File: src/hw/rtl/laplacian_sobel_sharpness_defines.svh
// Assertion macros shared by the sharpness measure RTL
`ifndef LAPLACIAN_SOBEL_SHARPNESS_DEFINES_SVH
`define LAPLACIAN_SOBEL_SHARPNESS_DEFINES_SVH

// clocked property, disabled while reset is high
`define LSS_ASSERT(lbl, prop, msg) \
   lbl: assert property (@(posedge clock) disable iff (reset) prop) else $error(msg);

// clocked property, also checked during reset
`define LSS_ASSERT_ALWAYS(lbl, prop, msg) \
   lbl: assert property (@(posedge clock) prop) else $error(msg);

`endif

File: src/hw/rtl/lss_pkg.sv
// Types and constants of the sharpness measure
`timescale 1ns / 1ps
`default_nettype none
package lss_pkg;
   localparam int PIX_W  = 12;
   localparam int GRAD_W = 16;
   localparam int L2_W   = 28;
   localparam int S1_W   = 39;
   localparam int S2_W   = 52;
   localparam int G_W    = 53;
   localparam int N_W    = 25;
   localparam int VAR_W  = 36;
   localparam int SOB_W  = 37;
   localparam int DIV_W  = 61;
   localparam int CFG_W  = 13;
   localparam int BRD_W  = 7;
   localparam int IDX_W  = 2;
   localparam int REQ_DATA_W = 16;
   localparam int RSP_DATA_W = 104;

   localparam logic [IDX_W-1:0] REG_FRAME_WIDTH  = 2'd0;
   localparam logic [IDX_W-1:0] REG_FRAME_HEIGHT = 2'd1;
   localparam logic [IDX_W-1:0] REG_BORDER_WIDTH = 2'd2;

   localparam logic [CFG_W-1:0] RST_FRAME_WIDTH  = 13'd1920;
   localparam logic [CFG_W-1:0] RST_FRAME_HEIGHT = 13'd1080;
   localparam logic [BRD_W-1:0] RST_BORDER_WIDTH = 7'd16;

   typedef struct packed {
      logic [S1_W-1:0] s1;
      logic [S2_W-1:0] s2;
      logic [G_W-1:0]  g;
      logic [N_W-1:0]  n;
   } totals_type;
endpackage
`default_nettype wire

File: src/hw/rtl/lss_divider.sv
// Restoring divider, one quotient bit per cycle
`timescale 1ns / 1ps
`default_nettype none
module lss_divider (
   input  logic                      clock,
   input  logic                      reset,
   input  logic                      start,
   input  logic [lss_pkg::DIV_W-1:0] dividend,
   input  logic [lss_pkg::N_W-1:0]   divisor,
   output logic                      done,
   output logic [lss_pkg::DIV_W-1:0] quotient
);
   import lss_pkg::*;

   localparam int CNT_W = $clog2(DIV_W);

   logic             busy_ff;
   logic             done_ff;
   logic [CNT_W-1:0] cnt_ff;
   logic [DIV_W-1:0] quo_ff;
   logic [N_W-1:0]   rem_ff;
   logic [N_W-1:0]   dsr_ff;
   logic [N_W:0]     trial;
   logic [N_W:0]     diff;
   logic             fits;
   logic [N_W-1:0]   rem_in;

   always_comb begin
      trial  = {rem_ff, quo_ff[DIV_W-1]};
      fits   = trial >= {1'b0, dsr_ff};
      diff   = trial - {1'b0, dsr_ff};
      rem_in = fits ? diff[N_W-1:0] : trial[N_W-1:0];
   end

   always_ff @(posedge clock) begin
      if (reset) begin
         busy_ff <= 1'b0;
         done_ff <= 1'b0;
      end else begin
         done_ff <= 1'b0;
         if (start) begin
            busy_ff <= 1'b1;
            cnt_ff  <= CNT_W'(DIV_W - 1);
            quo_ff  <= dividend;
            rem_ff  <= '0;
            dsr_ff  <= divisor;
         end else if (busy_ff) begin
            quo_ff <= {quo_ff[DIV_W-2:0], fits};
            rem_ff <= rem_in;
            if (cnt_ff == '0) begin
               busy_ff <= 1'b0;
               done_ff <= 1'b1;
            end else begin
               cnt_ff <= cnt_ff - 1'b1;
            end
         end
      end
   end

   assign done     = done_ff;
   assign quotient = quo_ff;
endmodule
`default_nettype wire

File: src/hw/rtl/lss_finish.sv
// End-of-frame sequencer: divisions, variance and result register
`timescale 1ns / 1ps
`default_nettype none
module lss_finish (
   input  logic                      clock,
   input  logic                      reset,
   input  logic                      start,
   input  lss_pkg::totals_type       totals,
   output logic                      busy,
   output logic                      rsp_valid,
   input  logic                      rsp_ready,
   output logic [lss_pkg::VAR_W-1:0] lap_variance,
   output logic [lss_pkg::SOB_W-1:0] sobel_energy,
   output logic [lss_pkg::N_W-1:0]   measured_pixels
);
   import lss_pkg::*;

   localparam logic [2:0] F_IDLE = 3'd0;
   localparam logic [2:0] F_LOAD = 3'd1;
   localparam logic [2:0] F_MEAN = 3'd2;
   localparam logic [2:0] F_FL   = 3'd3;
   localparam logic [2:0] F_SOB  = 3'd4;
   localparam logic [2:0] F_SQ   = 3'd5;
   localparam logic [2:0] F_VAR  = 3'd6;
   localparam logic [2:0] F_WAIT = 3'd7;

   logic [2:0]       state_ff;
   totals_type       tot_ff;
   logic [DIV_W-1:0] mag_ff;
   logic [DIV_W-1:0] fl_ff;
   logic [SOB_W-1:0] sob_ff;
   logic [63:0]      sq_ff;
   logic             big_ff;
   logic [VAR_W-1:0] var_ff;
   logic             rsp_valid_ff;
   logic [VAR_W-1:0] rsp_var_ff;
   logic [SOB_W-1:0] rsp_sob_ff;
   logic [N_W-1:0]   rsp_n_ff;

   logic             div_start;
   logic             div_done;
   logic [DIV_W-1:0] div_dividend;
   logic [DIV_W-1:0] div_quotient;
   logic [S1_W-1:0]  s1_mag;
   logic [63:0]      fl_ext;
   logic [63:0]      var_diff;
   logic [VAR_W-1:0] var_in;

   always_comb begin
      s1_mag = tot_ff.s1[S1_W-1] ? (~tot_ff.s1 + 1'b1) : tot_ff.s1;
      case (state_ff)
         F_LOAD:  div_dividend = DIV_W'({s1_mag, 4'b0});
         F_MEAN:  div_dividend = DIV_W'({tot_ff.s2, 8'b0});
         default: div_dividend = DIV_W'({tot_ff.g, 8'b0});
      endcase
      div_start = (state_ff == F_LOAD) ||
                  (div_done && ((state_ff == F_MEAN) || (state_ff == F_FL)));
      fl_ext   = 64'(fl_ff);
      var_diff = fl_ext - sq_ff;
      if (big_ff || !(fl_ext > sq_ff)) begin
         var_in = '0;
      end else if (|var_diff[63:VAR_W]) begin
         var_in = '1;
      end else begin
         var_in = var_diff[VAR_W-1:0];
      end
   end

   lss_divider u_divider (
      .clock    (clock),
      .reset    (reset),
      .start    (div_start),
      .dividend (div_dividend),
      .divisor  (tot_ff.n),
      .done     (div_done),
      .quotient (div_quotient)
   );

   always_ff @(posedge clock) begin
      if (reset) begin
         state_ff     <= F_IDLE;
         rsp_valid_ff <= 1'b0;
      end else begin
         if ((state_ff == F_WAIT) && (!rsp_valid_ff || rsp_ready)) begin
            rsp_valid_ff <= 1'b1;
         end else if (rsp_ready) begin
            rsp_valid_ff <= 1'b0;
         end
         case (state_ff)
            F_IDLE: begin
               if (start) begin
                  tot_ff <= totals;
                  if (totals.n == '0) begin
                     var_ff   <= '0;
                     sob_ff   <= '0;
                     state_ff <= F_WAIT;
                  end else begin
                     state_ff <= F_LOAD;
                  end
               end
            end
            F_LOAD: state_ff <= F_MEAN;
            F_MEAN: begin
               if (div_done) begin
                  mag_ff   <= div_quotient;
                  state_ff <= F_FL;
               end
            end
            F_FL: begin
               if (div_done) begin
                  fl_ff    <= div_quotient;
                  state_ff <= F_SOB;
               end
            end
            F_SOB: begin
               if (div_done) begin
                  sob_ff   <= (|div_quotient[DIV_W-1:SOB_W]) ? '1 :
                              div_quotient[SOB_W-1:0];
                  state_ff <= F_SQ;
               end
            end
            F_SQ: begin
               sq_ff    <= mag_ff[31:0] * mag_ff[31:0];
               big_ff   <= |mag_ff[DIV_W-1:32];
               state_ff <= F_VAR;
            end
            F_VAR: begin
               var_ff   <= var_in;
               state_ff <= F_WAIT;
            end
            F_WAIT: begin
               if (!rsp_valid_ff || rsp_ready) begin
                  rsp_var_ff   <= var_ff;
                  rsp_sob_ff   <= sob_ff;
                  rsp_n_ff     <= tot_ff.n;
                  state_ff     <= F_IDLE;
               end
            end
            default: state_ff <= F_IDLE;
         endcase
      end
   end

   assign busy            = state_ff != F_IDLE;
   assign rsp_valid       = rsp_valid_ff;
   assign lap_variance    = rsp_var_ff;
   assign sobel_energy    = rsp_sob_ff;
   assign measured_pixels = rsp_n_ff;
endmodule
`default_nettype wire

File: config.mk
export PLATFORM = sky130hd
export DESIGN_NAME = lss_finish
export DESIGN_NICKNAME = d
export VERILOG_FILES = /design/src/hw/rtl/laplacian_sobel_sharpness_defines.svh /design/src/hw/rtl/lss_pkg.sv /design/src/hw/rtl/lss_divider.sv /design/src/hw/rtl/lss_finish.sv
export SDC_FILE = /design/constraint.sdc
export NUM_CORES = 2
export LEC_CHECK = 0
export BUFFER_PORTS_ARGS = -buffer_cell sky130_fd_sc_hd__buf_2
export CAP_MARGIN = 0
export CORE_MARGIN = 5
export CORE_UTILIZATION = 50
export CTS_BUF_LIST = sky130_fd_sc_hd__clkbuf_4 sky130_fd_sc_hd__clkbuf_8
export DETAILED_ROUTE_END_ITERATION = 10
export PLACE_DENSITY = 0.68
export SYNTH_ARGS = -nofsm -noshare
export SYNTH_HDL_FRONTEND = slang
export SYNTH_SLANG_ARGS = --single-unit
File: constraint.sdc
create_clock -name clock -period 11.2 [get_ports clock]
set_clock_uncertainty 0.15 [all_clocks]
set_input_delay 2.24 -clock clock [delete_from_list [all_inputs] [get_ports clock]]
set_output_delay 2.24 -clock clock [all_outputs]
set_load 0.05 [all_outputs]
; Yosys cells after proc, flatten, opt, wreduce, memory -nomap -nowiden
; Cells that the tools add are included.
[classes]
add_sub_neg = 4
mul = 1
order_cmp = 2
eq_ne = 14
n_mux = 31
n_bitwise = 3
reduce_logical = 31
[op_table]
columns = op, count
row1 = 37-bit 2-to-1 mux, 4
row2 = 36-bit 2-to-1 mux, 4
row3 = 61-bit 2-to-1 mux, 2
row4 = 61-bit case mux with 2 select lines, 1
row5 = 37-bit case mux with 2 select lines, 1
row6 = 36-bit case mux with 2 select lines, 1
row7 = 61-bit by 64-bit greater-than comparator with 1-bit output, 1
row8 = 32-bit by 32-bit multiplier with 64-bit output, 1
row9 = 61-bit by 64-bit subtractor with 64-bit output, 1
row10 = 25-bit 2-to-1 mux, 2
row11 = 39-bit by 1-bit adder with 39-bit output (second input constant), 1
row12 = 39-bit 2-to-1 mux, 1
row13 = 39-bit NOT, 1
row14 = 29-bit OR reduction, 1
row15 = 28-bit OR reduction, 1
row16 = 26-bit by 25-bit greater-or-equal comparator with 1-bit output, 1
row17 = 25-bit logical NOT, 1
row18 = 25-bit subtractor, 1
row19 = 3-bit case mux with 8 select lines, 1
row20 = 24-bit OR reduction, 1
row21 = 3-bit 2-to-1 mux, 6
row22 = 3-bit AND reduction, 5
row23 = 3-bit equality test (second input constant), 4
row24 = 6-bit 2-to-1 mux, 2
row25 = 18 further kinds, 41
[totals]
reg_bits = 650
input_bits = 173

; Logic depth before layout (Yosys ltp)
[depth]
ltp_word = 6
depth_mapped = 31
depth_no_buf = 29

; Modules after synthesis
; Synthesis repeated with hierarchy kept, for this count alone.
[hier_totals]
hier_cells = 5286
hier_area_um2 = 58034.4
[by_module_without_submodules]
columns = mod, instances, cells_per_inst, area_per_inst_um2, seq_area_each_um2
row1 = lss_finish, 1, 4775, 51804.7, 15875.2
row2 = lss_divider, 1, 511, 6229.7, 3553.4

; Worst setup path before layout
; Ideal clock, no wire load.
[synth_timing]
kind = in2reg
start = input port reset
end = register rsp_var_ff[0] (netlist: lap_variance[0]), enable pin
setup_ps = 675
t_arrival_ps = 9076
setup_slack_ps = 1299
cell_stages = 2
cell_sequence = nand2b_1 -> nor3_1
[synth_between]
elab_chain_len = 2
[synth_lines]
columns = item, line_no
row1 = start: declaration, lss_finish.sv:6  ; input logic reset,
row2 = 1-bit NOT (no source line), -
row3 = 3-bit AND reduction (no source line), -
row4 = end signal: assignment, lss_finish.sv:133  ; rsp_var_ff <= var_ff;
row5 = end: declaration, lss_finish.sv:36  ; logic [VAR_W-1:0] rsp_var_ff;
; Every way passes these cells.
; A chain may end at the register's enable or synchronous reset.

; Worst setup path in the final report
[layout_timing]
start = register mag_ff[7]
end = register sq_ff[62], data pin
[layout_between]
elab_chain_len = 1
[layout_lines]
columns = item, line_no
row1 = start: declaration, lss_finish.sv:29  ; logic [DIV_W-1:0] mag_ff;
row2 = start signal: assignment, lss_finish.sv:105  ; mag_ff <= div_quotient;
row3 = 32-bit by 32-bit multiplier with 64-bit output, lss_finish.sv:123  ; sq_ff <= mag_ff[31:0] * mag_ff[31:0];
row4 = end signal: assignment, lss_finish.sv:123
row5 = end: declaration, lss_finish.sv:32  ; logic [63:0] sq_ff;
; Every way passes these cells.

==> results.md <==
* Max VDD drop at 0.000123 V
* Final nets at 6901
* Main combinational cell family by area after synthesis: adder cells
* Min-delay worst type: reg2reg
* Die X-Extent at 350 um
* Seq/Total Area, Yosys at 0.335
* GPL Wtd Cong at 0.948
* Slew Viols, Final at 0
* Worst Hold Path EP: lap_variance[14]
* Starting density of the core at 0.505
* Fin util at 0.552
* Vias in the first global route at 41800
* CTS-repair resized insts at 0
* Sink Count at 649
* Post-Route WL at 159000 um
* Adder-Cell Fraction of Synth Area at 0.358
* Dominant cell by count in the synthesized netlist: inv_1
* R2R depth at 27
* Crit path launch type: flip-flop
* Post-CTS Repair Setup Buffers at 0
* Crit. End Element: flip-flop
* 1st-iter DRT viols at 3464
* Final instance area at 0.0632 mm2
* Ratio of cells with drive above 1 in the final layout at 0.101
* Setup WS pre-CTS at 1.44 ns
* Largest cells by area after synthesis: edfxtp_1 33%, fa_1 27%, ha_1 8.3%
* I/O pins at 273
* Max Freq at 0.0987 GHz
* Synth async-reset ratio at 0
* Critical Path RT at 11.51 ns
* Initial antenna violation count at 16
* Share of Yosys cell area claimed by the top area cell type at 0.333
* Syn avg cell area at 10.9 um2
* Largest net degree at the start of global routing at 90
* Critical-path top delay cell: a2111oi_0
* Relative slew slack at 0.0673
* Placed Area at 0.0610 mm2
* Worst-Skew Late Latency at 0.76 ns
* Final worst path period share at 0.905
* Post-synthesis xor/xnor area fraction at 0.0313
* Critical path class: reg2reg
* Power per cell area at 95.0 mW/mm2
* Setup-failing EPs final at 0
* Crit Reg-Reg Endpoint: sq_ff[62]
* Post-synthesis cell type count at 86
* Max-cap violations at 0
* Unrepaired setup endpoints after global routing: false
* GRT Total Usage at 0.262
* Cts bufs inserted at 102
* CTS Root Cell: clkbuf_8
* Status: finished clean
* Reg2reg setup slack at 1.07 ns
* Most frequent cell on the critical path: fa_1
* Mapped Nets at 6656
* Overflow left after global routing at 0
* Via-per-instance ratio at 5.53
* Slew @ Worst Pin at 1.36 ns
* Clock buffer depth at 3
* Arrival @ worst endpoint at 10.44 ns
* Synth area leader: edfxtp_1
* PortBufs at 272
* Pre-antenna DRT Iters at 6
* Core area at 0.115 mm2
* Total number of yosys warnings at 0
* Post-synthesis mux area share at 0.00525
* Hold Crit Start: var_ff[14]
* WL/cell at 22.2 um
* CTS tree: yes
* Post-route setup slack at 1.07 ns
* CTS H-Tree Depth at 3
* Crit path time final at 10.13 ns
* Hold depth at 0
* Crit-path max FO at 15
* Slowest stage delay, CP at 1.14 ns
* Die H at 350 um
* First-pass GRT wire length at 243000 um
* Post-synth EDFFs at 643
* Total negative slack at 0 ns
* P&R area growth vs syn at 9.21%
* DIE AREA at 0.123 mm2
* Synth Area in Simple Gates at 0.0995
* Most used DFF post-synth: edfxtp_1
* DP HPWL at 125000 um
* Synth Register Bits at 649
* Compound-gate portion of the synthesized area at 0.0854
* Synth cell count leaders: 1112 x inv_1, 793 x fa_1, 643 x edfxtp_1
* Synth Instances at 5304
* Routed Antenna Nets at 0
* Final hold viol count at 0
* Via Count at 39600
* Leakage at 28.8 nW
* # rows at 124
* Worst R2R Start: mag_ff[7]
* Hold-fix buffers, CTS at 0
* Mapped cell area at 0.0579 mm2
* DRC errors left at 0
* Reg clk slew, reported paths at 0.07 ns
==> how the worst max path moves through the flow <==
stage / from / slack (ns) / end
final: mag_ff[7] / 1.07 / sq_ff[62]
after global routing: mag_ff[7] / 0.68 / sq_ff[60]
after CTS: mag_ff[7] / 1.31 / sq_ff[62]
after detailed placement: mag_ff[7] / 1.44 / sq_ff[62]
after global placement: mag_ff[7] / 1.61 / sq_ff[58]
after floorplan: reset / 1.30 / lap_variance[0]
==> cell type report <==
| cell class | count | area (um2) |
|---|---|---|
| Antenna cell | 10 | 25.0 |
| Inverter | 1112 | 4170 |
| Clock inverter | 59 | 636 |
| Fill cell | 9903 | 51400 |
| Tap cell | 1512 | 1890 |
| Sequential cell | 649 | 19400 |
| Timing Repair Buffer | 338 | 1860 |
| Clock buffer | 128 | 1600 |
| Multi-Input combinational cell | 3346 | 33600 |
==> flip-flops by register name, indices dropped and copies added, names as in the netlist <==
| signal | count |
|---|---|
| big_ff | 1 |
| fl_ff | 61 |
| lap_variance | 36 |
| mag_ff | 61 |
| measured_pixels | 25 |
| rsp_valid | 1 |
| sob_ff | 37 |
| sobel_energy | 37 |
| sq_ff | 63 |
| state_ff | 3 |
| tot_ff | 169 |
| u_divider.busy_ff | 1 |
| u_divider.cnt_ff | 6 |
| u_divider.done | 1 |
| u_divider.dsr_ff | 25 |
| u_divider.quotient | 61 |
| u_divider.rem_ff | 25 |
| var_ff | 36 |
==> layout by cell type (no fill, tap or decap), types with 15 or more instances in the layout <==
master / Yosys / routed
nor2b_1: 23 / 23
xnor2_1: 102 / 102
clkinv_2: 0 / 16
nor3_1: 42 / 41
o21a_1: 60 / 60
and2_1: 238 / 238
o31ai_1: 21 / 21
clkinv_1: 0 / 21
nor4_1: 29 / 28
nand4_1: 38 / 38
nand2b_1: 22 / 22
o22ai_1: 19 / 19
nor2_1: 251 / 245
a211oi_1: 19 / 19
inv_1: 1112 / 1112
nand3_1: 37 / 36
a31oi_1: 56 / 56
a221oi_1: 58 / 58
buf_4: 1 / 66
a21o_1: 59 / 59
xor2_1: 105 / 105
nand2_1: 426 / 426
mux2i_1: 27 / 27
clkbuf_8: 0 / 102
buf_2: 9 / 272
a21oi_1: 176 / 175
fa_1: 793 / 793
ha_1: 386 / 386
o21bai_1: 26 / 26
clkbuf_4: 0 / 26
and3_1: 16 / 15
edfxtp_1: 643 / 643
o21ai_0: 132 / 132
==> power by group <==
part | internal, mW | leakage, nW | switching, mW | total [mW]
Combinational | 0.284 | 21.7 | 0.494 | 0.778
Clock | 1.21 | 1.16 | 0.993 | 2.21
Sequential | 2.87 | 5.91 | 0.149 | 3.02
Total | 4.37 | 28.8 | 1.64 | 6.01
==> critical path: cells and delay by family (launching register included) <==
family                   cells  cell delay (ns)
adder cells (fa/ha/maj)      9             4.39
AND/OR/NAND/NOR              4             0.68
XOR/XNOR                     1             0.09
flip-flops                   1             0.90
AO/OA/AOI/OAI                7             2.77
buffers and inverters        6             0.82
==> per-stage QoR <==
step           power (mW)  instances  hold slack (ns)
3_5_place_dp         3.84       6957            0.255
4_1_cts              6.05       7144            0.252
6_report             6.01       7154            0.264
3_3_place_gp         3.83       6957            0.253
5_1_grt              6.25       7145            0.254
2_1_floorplan        3.54       5304            0.250
==> metal layers <==
layer,track usage,part of all wire
met1,0.347,0.40
met4,0.0903,0.038
met5,0,0.00024
met3,0.0617,0.087
met2,0.429,0.47
==> cell families (layout without fill, tap and decap cells) <==
| family | Yosys count | in the layout |
|---|---|---|
| compound gates | 739 | 739 |
| flops | 649 | 649 |
| simple gates | 1191 | 1191 |
| mux | 30 | 30 |
| xor+xnor | 207 | 207 |
| buf+inv | 1309 | 1637 |
| other cells | 0 | 10 |
| fa+ha+maj | 1179 | 1179 |
Note: power is estimated with default switching activity, not from simulation.
